**src/rtl/nfa_pkg.sv**
```systemverilog
// ----------------------------------------------------------------------------
// nfa_pkg
// Shared types, codes and constants of the next-fit boundary-tag allocator.
// ----------------------------------------------------------------------------
package nfa_pkg;

   localparam int HEAP_WORDS_DEFAULT = 65536;

   localparam int ADDR_W  = 18;
   localparam int BREAK_W = 19;
   localparam int CHUNK_W = 17;
   localparam int REQ_W   = 19;
   localparam int WORD_W  = 32;

   localparam logic [WORD_W-1:0] SIZE_MASK      = ~32'h7;
   localparam logic [WORD_W-1:0] ALLOC_BIT      = 32'h1;
   localparam logic [WORD_W-1:0] MIN_BLOCK      = 32'd16;
   localparam logic [WORD_W-1:0] PROLOGUE_TAG   = 32'h9;
   localparam logic [WORD_W-1:0] PAD_WORD       = 32'h0;
   localparam logic [WORD_W-1:0] LAYOUT_BYTES   = 32'd16;
   localparam logic [ADDR_W-1:0] LIST_START_OK  = 18'd8;
   localparam logic [BREAK_W-1:0] HEAP_LIMIT_RST = 19'd262143 + 19'd1;
   localparam logic [CHUNK_W-1:0] CHUNK_RST      = 17'd4096;

   localparam logic [1:0] CMD_INIT  = 2'd0;
   localparam logic [1:0] CMD_ALLOC = 2'd1;
   localparam logic [1:0] CMD_FREE  = 2'd2;

   localparam logic [1:0] ST_OK        = 2'd0;
   localparam logic [1:0] ST_ZERO_SIZE = 2'd1;
   localparam logic [1:0] ST_NO_MEMORY = 2'd2;
   localparam logic [1:0] ST_INIT_FAIL = 2'd3;

   localparam logic CSR_HEAP_LIMIT = 1'b0;
   localparam logic CSR_CHUNK      = 1'b1;

   typedef struct packed {
      logic [1:0]        command;
      logic [REQ_W-1:0]  request_bytes;
      logic [ADDR_W-1:0] block_address;
   } req_payload_type;

   typedef struct packed {
      logic [ADDR_W-1:0] payload_address;
      logic [1:0]        status;
   } rsp_payload_type;

   typedef struct packed {
      logic [BREAK_W-1:0] heap_limit_bytes;
      logic [CHUNK_W-1:0] chunk_bytes;
   } cfg_type;

   typedef enum logic [1:0] {
      CTX_INIT,
      CTX_ALLOC,
      CTX_FREE
   } ctx_type;

   typedef enum logic [5:0] {
      S_IDLE,
      S_DISPATCH,
      S_INIT_W0,
      S_INIT_W1,
      S_INIT_W2,
      S_INIT_W3,
      S_EXT,
      S_EXT_W0,
      S_EXT_W1,
      S_EXT_W2,
      S_MRG_A,
      S_MRG_B,
      S_MRG_C,
      S_MRG_D,
      S_MRG_W0,
      S_MRG_W1,
      S_MRG_RET,
      S_SRCH_RD,
      S_SRCH_CHK,
      S_CARVE_A,
      S_CARVE_B,
      S_CARVE_W0,
      S_CARVE_W1,
      S_CARVE_W2,
      S_CARVE_W3,
      S_FREE_RD,
      S_FREE_CHK,
      S_FREE_W0,
      S_FREE_W1,
      S_DONE
   } state_type;

endpackage

```
**src/rtl/nfa_seq.sv**
```systemverilog
// ----------------------------------------------------------------------------
// nfa_seq
// Command sequencer: walks and rewrites boundary tags through the heap RAM.
// ----------------------------------------------------------------------------
module nfa_seq
   import nfa_pkg::*;
#(
   parameter int HEAP_WORDS = HEAP_WORDS_DEFAULT
) (
   input  logic                          clock,
   input  logic                          reset,
   input  logic                          start,
   input  req_payload_type               req,
   input  cfg_type                       cfg,
   input  logic                          out_free,
   output logic                          ready,
   output logic                          done,
   output rsp_payload_type               rsp,
   output logic                          ram_we,
   output logic [$clog2(HEAP_WORDS)-1:0] ram_waddr,
   output logic [WORD_W-1:0]             ram_wdata,
   output logic [$clog2(HEAP_WORDS)-1:0] ram_raddr,
   input  logic [WORD_W-1:0]             ram_rdata
);

   localparam int AW = $clog2(HEAP_WORDS);
   localparam int CW = AW + 1;
   localparam logic [CW-1:0]     N_MAX = CW'(HEAP_WORDS);
   localparam logic [WORD_W-1:0] PHYS  = WORD_W'(HEAP_WORDS * 4);

   state_type          state_ff, state_in;
   ctx_type            ctx_ff, ctx_in;
   req_payload_type    req_ff, req_in;
   logic [BREAK_W-1:0] break_ff, break_in;
   logic [ADDR_W-1:0]  rover_ff, rover_in;
   logic [ADDR_W-1:0]  list_ff, list_in;
   logic [WORD_W-1:0]  bp_ff, bp_in;
   logic [WORD_W-1:0]  asize_ff, asize_in;
   logic [WORD_W-1:0]  ext_ff, ext_in;
   logic [WORD_W-1:0]  msize_ff, msize_in;
   logic [WORD_W-1:0]  prev_ff, prev_in;
   logic [CW-1:0]      n_ff, n_in;
   logic               phase_ff, phase_in;
   logic               split_ff, split_in;
   logic [ADDR_W-1:0]  res_addr_ff, res_addr_in;
   logic [1:0]         res_status_ff, res_status_in;

   logic [WORD_W-1:0] limit;
   logic [WORD_W-1:0] break32;
   logic [WORD_W-1:0] rover32;
   logic [WORD_W-1:0] list32;
   logic [WORD_W-1:0] rd_size;
   logic [WORD_W-1:0] esize;
   logic [WORD_W-1:0] chunk32;
   logic [WORD_W-1:0] tot;
   logic [WORD_W-1:0] ext_pick;
   logic [WORD_W:0]   grow_sum;
   logic [WORD_W:0]   end_sum;

   function automatic logic [AW-1:0] widx(input logic [WORD_W-1:0] off);
      return off[AW+1:2];
   endfunction

   always_ff @(posedge clock) begin
      if (reset) begin
         state_ff <= S_IDLE;
         break_ff <= '0;
         rover_ff <= '0;
         list_ff  <= '0;
      end else begin
         state_ff <= state_in;
         break_ff <= break_in;
         rover_ff <= rover_in;
         list_ff  <= list_in;
      end
   end

   always_ff @(posedge clock) begin
      ctx_ff        <= ctx_in;
      req_ff        <= req_in;
      bp_ff         <= bp_in;
      asize_ff      <= asize_in;
      ext_ff        <= ext_in;
      msize_ff      <= msize_in;
      prev_ff       <= prev_in;
      n_ff          <= n_in;
      phase_ff      <= phase_in;
      split_ff      <= split_in;
      res_addr_ff   <= res_addr_in;
      res_status_ff <= res_status_in;
   end

   assign break32 = WORD_W'(break_ff);
   assign rover32 = WORD_W'(rover_ff);
   assign list32  = WORD_W'(list_ff);
   assign chunk32 = WORD_W'(cfg.chunk_bytes);
   assign limit   = (WORD_W'(cfg.heap_limit_bytes) < PHYS) ?
                    WORD_W'(cfg.heap_limit_bytes) : PHYS;
   assign rd_size = ram_rdata & SIZE_MASK;

   // extension size: even word count, at least one minimum block
   always_comb begin
      esize = (ext_ff + 32'd4) & SIZE_MASK;
      if (esize < MIN_BLOCK) begin
         esize = MIN_BLOCK;
      end
   end

   assign grow_sum = {1'b0, break32} + {1'b0, esize};
   assign end_sum  = {1'b0, bp_ff} + {1'b0, rd_size};
   assign tot      = msize_ff + (ram_rdata[0] ? '0 : rd_size)
                              + (prev_ff[0] ? '0 : (prev_ff & SIZE_MASK));
   assign ext_pick = (asize_ff > chunk32) ? asize_ff : chunk32;

   always_comb begin
      state_in      = state_ff;
      ctx_in        = ctx_ff;
      req_in        = req_ff;
      break_in      = break_ff;
      rover_in      = rover_ff;
      list_in       = list_ff;
      bp_in         = bp_ff;
      asize_in      = asize_ff;
      ext_in        = ext_ff;
      msize_in      = msize_ff;
      prev_in       = prev_ff;
      n_in          = n_ff;
      phase_in      = phase_ff;
      split_in      = split_ff;
      res_addr_in   = res_addr_ff;
      res_status_in = res_status_ff;
      ram_we        = 1'b0;
      ram_waddr     = '0;
      ram_wdata     = '0;
      ram_raddr     = '0;
      done          = 1'b0;

      unique case (state_ff)
         S_IDLE: begin
            if (start) begin
               req_in   = req;
               state_in = S_DISPATCH;
            end
         end
         S_DISPATCH: begin
            res_addr_in   = '0;
            res_status_in = ST_OK;
            unique case (req_ff.command)
               CMD_INIT: begin
                  if (LAYOUT_BYTES > limit) begin
                     break_in      = '0;
                     rover_in      = '0;
                     list_in       = '0;
                     res_status_in = ST_INIT_FAIL;
                     state_in      = S_DONE;
                  end else begin
                     break_in = BREAK_W'(LAYOUT_BYTES);
                     state_in = S_INIT_W0;
                  end
               end
               CMD_ALLOC: begin
                  if (req_ff.request_bytes == '0) begin
                     res_status_in = ST_ZERO_SIZE;
                     state_in      = S_DONE;
                  end else if (list_ff == '0) begin
                     res_status_in = ST_NO_MEMORY;
                     state_in      = S_DONE;
                  end else begin
                     asize_in = (WORD_W'(req_ff.request_bytes) + 32'd15) & SIZE_MASK;
                     bp_in    = rover32;
                     n_in     = '0;
                     phase_in = 1'b0;
                     state_in = S_SRCH_RD;
                  end
               end
               CMD_FREE: begin
                  bp_in = WORD_W'(req_ff.block_address);
                  if (list_ff == '0 || req_ff.block_address[2:0] != 3'd0 ||
                      req_ff.block_address <= list_ff ||
                      BREAK_W'(req_ff.block_address) >= break_ff) begin
                     state_in = S_DONE;
                  end else begin
                     state_in = S_FREE_RD;
                  end
               end
               default: begin
                  state_in = S_DONE;
               end
            endcase
         end
         S_INIT_W0: begin
            ram_we    = 1'b1;
            ram_waddr = widx(32'd0);
            ram_wdata = PAD_WORD;
            state_in  = S_INIT_W1;
         end
         S_INIT_W1: begin
            ram_we    = 1'b1;
            ram_waddr = widx(32'd4);
            ram_wdata = PROLOGUE_TAG;
            state_in  = S_INIT_W2;
         end
         S_INIT_W2: begin
            ram_we    = 1'b1;
            ram_waddr = widx(32'd8);
            ram_wdata = PROLOGUE_TAG;
            state_in  = S_INIT_W3;
         end
         S_INIT_W3: begin
            ram_we    = 1'b1;
            ram_waddr = widx(32'd12);
            ram_wdata = ALLOC_BIT;
            list_in   = LIST_START_OK;
            ext_in    = chunk32;
            ctx_in    = CTX_INIT;
            state_in  = S_EXT;
         end
         S_EXT: begin
            if (grow_sum > {1'b0, limit}) begin
               if (ctx_ff == CTX_INIT) begin
                  break_in      = '0;
                  rover_in      = '0;
                  list_in       = '0;
                  res_status_in = ST_INIT_FAIL;
               end else begin
                  res_status_in = ST_NO_MEMORY;
               end
               res_addr_in = '0;
               state_in    = S_DONE;
            end else begin
               bp_in    = break32;
               msize_in = esize;
               break_in = grow_sum[BREAK_W-1:0];
               state_in = S_EXT_W0;
            end
         end
         S_EXT_W0: begin
            ram_we    = 1'b1;
            ram_waddr = widx(bp_ff - 32'd4);
            ram_wdata = msize_ff;
            state_in  = S_EXT_W1;
         end
         S_EXT_W1: begin
            ram_we    = 1'b1;
            ram_waddr = widx(bp_ff + msize_ff - 32'd8);
            ram_wdata = msize_ff;
            state_in  = S_EXT_W2;
         end
         S_EXT_W2: begin
            ram_we    = 1'b1;
            ram_waddr = widx(bp_ff + msize_ff - 32'd4);
            ram_wdata = ALLOC_BIT;
            state_in  = S_MRG_A;
         end
         S_MRG_A: begin
            ram_raddr = widx(bp_ff - 32'd4);
            state_in  = S_MRG_B;
         end
         S_MRG_B: begin
            msize_in  = rd_size;
            ram_raddr = widx(bp_ff - 32'd8);
            state_in  = S_MRG_C;
         end
         S_MRG_C: begin
            prev_in   = ram_rdata;
            ram_raddr = widx(bp_ff + msize_ff - 32'd4);
            state_in  = S_MRG_D;
         end
         S_MRG_D: begin
            if (prev_ff[0] && ram_rdata[0]) begin
               state_in = S_MRG_RET;
            end else begin
               msize_in = tot;
               if (!prev_ff[0]) begin
                  bp_in = bp_ff - (prev_ff & SIZE_MASK);
               end
               state_in = S_MRG_W0;
            end
         end
         S_MRG_W0: begin
            ram_we    = 1'b1;
            ram_waddr = widx(bp_ff - 32'd4);
            ram_wdata = msize_ff;
            state_in  = S_MRG_W1;
         end
         S_MRG_W1: begin
            ram_we    = 1'b1;
            ram_waddr = widx(bp_ff + msize_ff - 32'd8);
            ram_wdata = msize_ff;
            rover_in  = bp_ff[ADDR_W-1:0];
            state_in  = S_MRG_RET;
         end
         S_MRG_RET: begin
            unique case (ctx_ff)
               CTX_INIT: begin
                  rover_in      = list_ff;
                  res_status_in = ST_OK;
                  state_in      = S_DONE;
               end
               CTX_ALLOC: begin
                  state_in = S_CARVE_A;
               end
               default: begin
                  state_in = S_DONE;
               end
            endcase
         end
         S_SRCH_RD: begin
            if (!phase_ff) begin
               if (n_ff >= N_MAX) begin
                  phase_in = 1'b1;
                  bp_in    = list32;
               end else begin
                  ram_raddr = widx(bp_ff - 32'd4);
                  state_in  = S_SRCH_CHK;
               end
            end else if (bp_ff < rover32 && n_ff < N_MAX) begin
               ram_raddr = widx(bp_ff - 32'd4);
               state_in  = S_SRCH_CHK;
            end else begin
               ext_in   = ext_pick;
               ctx_in   = CTX_ALLOC;
               state_in = S_EXT;
            end
         end
         S_SRCH_CHK: begin
            if (!phase_ff && rd_size == '0) begin
               phase_in = 1'b1;
               bp_in    = list32;
               state_in = S_SRCH_RD;
            end else if (!ram_rdata[0] && rd_size >= asize_ff) begin
               rover_in = bp_ff[ADDR_W-1:0];
               state_in = S_CARVE_A;
            end else begin
               bp_in    = bp_ff + rd_size;
               n_in     = n_ff + 1'b1;
               state_in = S_SRCH_RD;
            end
         end
         S_CARVE_A: begin
            ram_raddr = widx(bp_ff - 32'd4);
            state_in  = S_CARVE_B;
         end
         S_CARVE_B: begin
            msize_in = rd_size;
            split_in = (rd_size >= asize_ff) && ((rd_size - asize_ff) >= MIN_BLOCK);
            state_in = S_CARVE_W0;
         end
         S_CARVE_W0: begin
            ram_we    = 1'b1;
            ram_waddr = widx(bp_ff - 32'd4);
            ram_wdata = (split_ff ? asize_ff : msize_ff) | ALLOC_BIT;
            state_in  = S_CARVE_W1;
         end
         S_CARVE_W1: begin
            ram_we        = 1'b1;
            ram_waddr     = widx(bp_ff + (split_ff ? asize_ff : msize_ff) - 32'd8);
            ram_wdata     = (split_ff ? asize_ff : msize_ff) | ALLOC_BIT;
            res_addr_in   = bp_ff[ADDR_W-1:0];
            res_status_in = ST_OK;
            state_in      = split_ff ? S_CARVE_W2 : S_DONE;
         end
         S_CARVE_W2: begin
            ram_we    = 1'b1;
            ram_waddr = widx(bp_ff + asize_ff - 32'd4);
            ram_wdata = msize_ff - asize_ff;
            state_in  = S_CARVE_W3;
         end
         S_CARVE_W3: begin
            ram_we    = 1'b1;
            ram_waddr = widx(bp_ff + msize_ff - 32'd8);
            ram_wdata = msize_ff - asize_ff;
            rover_in  = ADDR_W'(bp_ff + asize_ff);
            state_in  = S_DONE;
         end
         S_FREE_RD: begin
            ram_raddr = widx(bp_ff - 32'd4);
            state_in  = S_FREE_CHK;
         end
         S_FREE_CHK: begin
            msize_in = rd_size;
            if (!ram_rdata[0] || rd_size < MIN_BLOCK ||
                end_sum > (WORD_W+1)'(break_ff)) begin
               state_in = S_DONE;
            end else begin
               state_in = S_FREE_W0;
            end
         end
         S_FREE_W0: begin
            ram_we    = 1'b1;
            ram_waddr = widx(bp_ff - 32'd4);
            ram_wdata = msize_ff;
            state_in  = S_FREE_W1;
         end
         S_FREE_W1: begin
            ram_we    = 1'b1;
            ram_waddr = widx(bp_ff + msize_ff - 32'd8);
            ram_wdata = msize_ff;
            ctx_in    = CTX_FREE;
            state_in  = S_MRG_A;
         end
         S_DONE: begin
            if (out_free) begin
               done     = 1'b1;
               state_in = S_IDLE;
            end
         end
         default: begin
            state_in = S_IDLE;
         end
      endcase
   end

   assign ready               = (state_ff == S_IDLE);
   assign rsp.payload_address = res_addr_ff;
   assign rsp.status          = res_status_ff;

endmodule

```
**config.mk**
```make
export PLATFORM = sky130hd
export DESIGN_NAME = nfa_seq
export DESIGN_NICKNAME = d
export VERILOG_FILES = /design/src/rtl/nfa_pkg.sv /design/src/rtl/nfa_seq.sv
export SDC_FILE = /design/constraint.sdc
export NUM_CORES = 1
export LEC_CHECK = 0
export BUFFER_PORTS_ARGS = -buffer_cell sky130_fd_sc_hd__clkbuf_2
export CAP_MARGIN = 20
export CORE_MARGIN = 1
export CORE_UTILIZATION = 63
export DETAILED_ROUTE_END_ITERATION = 10
export PLACE_DENSITY = 0.83
export SLEW_MARGIN = 5
export SYNTH_ARGS = -nofsm -noshare
export SYNTH_HDL_FRONTEND = slang
export SYNTH_SLANG_ARGS = --single-unit
```
**constraint.sdc**
```tcl
create_clock -name clock -period 10.65 [get_ports clock]
set_input_delay 2.13 -clock clock [delete_from_list [all_inputs] [get_ports clock]]
set_output_delay 2.13 -clock clock [all_outputs]
set_load 0.1 [all_outputs]
```
==> run_results.csv <==
group,metric,value,unit
placement,placed_area,28280,um2
clock_tree,clock_path_buffers,3,
worst_setup_path,crit_top_cell,"nor2b_1",
power,p_seq_frac,0.255,
timing,min_period,7694,ps
worst_setup_path,crit_slowest_cell,"nor2b_1",
timing,clock.fmax,130.0,MHz
timing,rsz0062_at_grt,"no",
clock_tree,cts_tree,"yes",
finish,final_nets,3773,
synthesis,avgSynthCellArea,8.388,um2
clock_tree,cts_buffers,27,
worst_setup_path,arrival,7900,ps
routing,drt_wl_total,98530,um
power,clkPwrFrac,0.168,
floorplan,io_pins,198,
synthesis,syn_area,26710,um2
power,ir_drop,0.3452,mV
power,internal-power,2.878,mW
routing,avgRoutedWirePerCell,25.28,um
power,leakagePower,11.95,nW
routing,vias_per_cell,6.973,
routing,vias,27180,
global_routing,grt_pass1_vias,25750,
worst_setup_path,criticalPathCategory,"register to register",
timing,fin_crit_sh,0.7224,
worst_setup_path,critical_path_required,10860,ps
clock_tree,path_clk_slew,60,ps
synthesis,synth.top_cells.by_count,"ha_1, nand2_1, o21ai_0, a21oi_1, nor2_1",
worst_setup_path,end_kind,"register",
timing,tightest_slew,1194,ps
clock_tree,htreeDepth,1,
synthesis,synth_top_cell_by_area,"edfxtp_1",
worst_setup_path,start_kind,"register",
timing,slew-limit-headroom,0.1980,
power,p_sw,2.959,mW
power,switching_share,0.5069,
synthesis,synth_edf_count,209,
timing,finalSetupTns,0,ps
routing,first_pass_iters,6,
synthesis,synth_area_leaders,"edfxtp_1, ha_1, xnor2_1",
placement,dpl.hpwl,77460,um
clock_tree,cts_root_buf,"clkbuf_16",
synthesis,yosysMostFrequentCell,"ha_1",
global_routing,grtUsageTotal,0.4420,
floorplan,dieWidth,207.9,um
worst_setup_path,crit_fanout,29,
finish,syn_to_final_growth,9.409,%
synthesis,synth_nets,3620,
synthesis,yosysSeqAreaShare,0.2649,
synthesis,async_flop_share,0,
synthesis,ys_ff_latch,249,
synthesis,yosys_warnings,0,
floorplan,die_h,207.9,um
timing,fin_worst_skew,15.69,ps
clock_tree,clock_sinks,249,
worst_hold_path,hold_path.class,"register to register",
synthesis,syn_inst,3185,
clock_tree,clk_latency,570,ps
run_status,outcome,"finished, final reports clean",
finish,drive_above_1_share,0.1102,
floorplan,start_util,0.6383,
floorplan,dieArea,43230,um2
power,combPwrFrac,0.577,
worst_setup_path,slowest_delay,580,ps
clock_tree,hold_buffers,0,
clock_tree,post_cts.repair.setup_buffers,0,
global_routing,grt_first_pass_wirelength,148200,um
routing,final_antenna_net_count,0,
power,powerDensity,199.7,nW/um2
floorplan,coreArea,41850,um2
global_routing,grt-ovfl-total,0,
job,max_cap_violations,0,
synthesis,synth.distinct_cells,99,
placement,portBuffers,195,
timing,finalSetupViolations,0,
timing,finalHoldViolations,0,
placement,gp_congestion,1.041,
floorplan,rows,75,
timing,slew_violations,0,
synthesis,yosysTopAreaCellShare,0.2349,
global_routing,antenna_found_initial,2,
routing,post-route-drc-count,0,
power,total_power,5.838,mW
global_routing,grt_max_degree,46,
finish,final_area,29230,um2
routing,drtIter0Drc,3757,
synthesis,synthFlopType,"edfxtp_1",
clock_tree,cts-resized-gates,0,
==> power by group through the flow <==
| stage | Sequential, mW | Clock, mW | Combinational [mW] |
|---|---|---|---|
| floorplan | 1.62 | 0 | 2.28 |
| detailed placement | 1.50 | 0 | 3.25 |
| CTS | 1.48 | 0.976 | 3.28 |
| global route | 1.50 | 1.01 | 3.57 |
| global placement | 1.48 | 0 | 3.16 |
| finish | 1.49 | 0.979 | 3.37 |
==> placed cells by master, fill, tap and decap left out, types with 17 or more instances in the layout <==
| cell | Yosys | final |
|---|---|---|
| nor2b_1 | 62 | 62 |
| fa_1 | 36 | 36 |
| a21oi_1 | 232 | 232 |
| nor2_1 | 231 | 231 |
| o21ai_0 | 237 | 236 |
| a31oi_1 | 32 | 32 |
| xor2_1 | 78 | 78 |
| inv_1 | 210 | 210 |
| a21o_1 | 77 | 77 |
| xnor2_1 | 157 | 157 |
| o211ai_1 | 35 | 35 |
| o21a_1 | 29 | 29 |
| ha_1 | 288 | 288 |
| and3_1 | 38 | 38 |
| edfxtp_1 | 209 | 209 |
| buf_4 | 0 | 47 |
| nor4_1 | 37 | 37 |
| a211oi_1 | 33 | 30 |
| dfxtp_1 | 40 | 40 |
| o221ai_1 | 28 | 28 |
| nand4_1 | 40 | 40 |
| nand3_1 | 79 | 79 |
| and2_1 | 31 | 30 |
| o22ai_1 | 29 | 29 |
| nand2b_1 | 38 | 38 |
| a22oi_1 | 45 | 45 |
| mux2i_1 | 40 | 40 |
| a211oi_2 | 16 | 17 |
| clkbuf_16 | 0 | 28 |
| or3_1 | 31 | 31 |
| nand2_1 | 279 | 279 |
| nor3_1 | 85 | 81 |
| clkbuf_2 | 1 | 195 |
==> cell type report <==
cell class              instances  area (um2)
multi-input cells            2605       18420
fillers                      3272       12620
flip-flops and latches        249        7077
repair buffers                244        1360
inverters                     211       792.0
clock buffers                  30       728.2
well taps                     539       674.4
clock inverters                19       177.7
diodes                          1       2.502
==> stage by stage <==
step	utilization	hold slack, ps	cells	setup slack (ps)
after floorplan	-	458.6	3185	2754
after global placement	0.6757	472.3	3845	3567
after detailed placement	0.6758	485.3	3846	3357
after CTS	0.6975	495.9	3895	3202
after global routing	0.6983	520.8	3897	2645
final	0.6984	497.8	3898	2956
==> metal layers <==
metal	vias to the layer above	GRT usage	wire length, um
met5	-	0	9
met4	2	0.2368	5964
met3	385	0.09706	12680
met2	1856	0.6865	42710
met1	12780	0.5758	37170
li1	12160	-	-
==> registers in the layout, indices dropped and copies added, names as in the netlist <==
register / flops
req_ff: 39
bp_ff: 32
msize_ff: 32
prev_ff: 30
ext_ff: 18
res_addr_ff: 18
rover_ff: 18
asize_ff: 17
n_ff: 17
break_ff: 16
state_ff: 5
ctx_ff: 2
res_status_ff: 2
list_ff: 1
phase_ff: 1
split_ff: 1
==> logic make-up after synthesis <==
kind of cell             share of synthesized area
adder cells (fa/ha/maj)                     0.1619
multiplexers                               0.01677
XOR/XNOR                                   0.07705
flip-flops                                  0.2649
buffers and inverters                      0.04763
AO/OA/AOI/OAI                               0.2368
AND/OR/NAND/NOR                             0.1950
==> path summary, 6_finish.rpt <==
check                                          startpoint  slack [ps]  cells past startpoint                   endpoint
worst max-delay path                  ext_ff[5]$_DFFE_PP_        2960                     28     msize_ff[18]$_DFFE_PP_
worst min-delay path            break_ff[11]$_SDFFE_PP0P_         500                      2  break_ff[11]$_SDFFE_PP0P_
worst max register to register        ext_ff[5]$_DFFE_PP_        2960                     28     msize_ff[18]$_DFFE_PP_
worst min register to register  break_ff[11]$_SDFFE_PP0P_         500                      2  break_ff[11]$_SDFFE_PP0P_
==> critical path: cells and delay by family (launching register included) <==
family,cells,cell delay [ps]
fa+ha+maj,3,1030
simple gates,11,2780
flops,1,440
compound gates,10,1770
buf+inv,2,550
xor+xnor,2,730
Power figures use the tool's default switching activity.
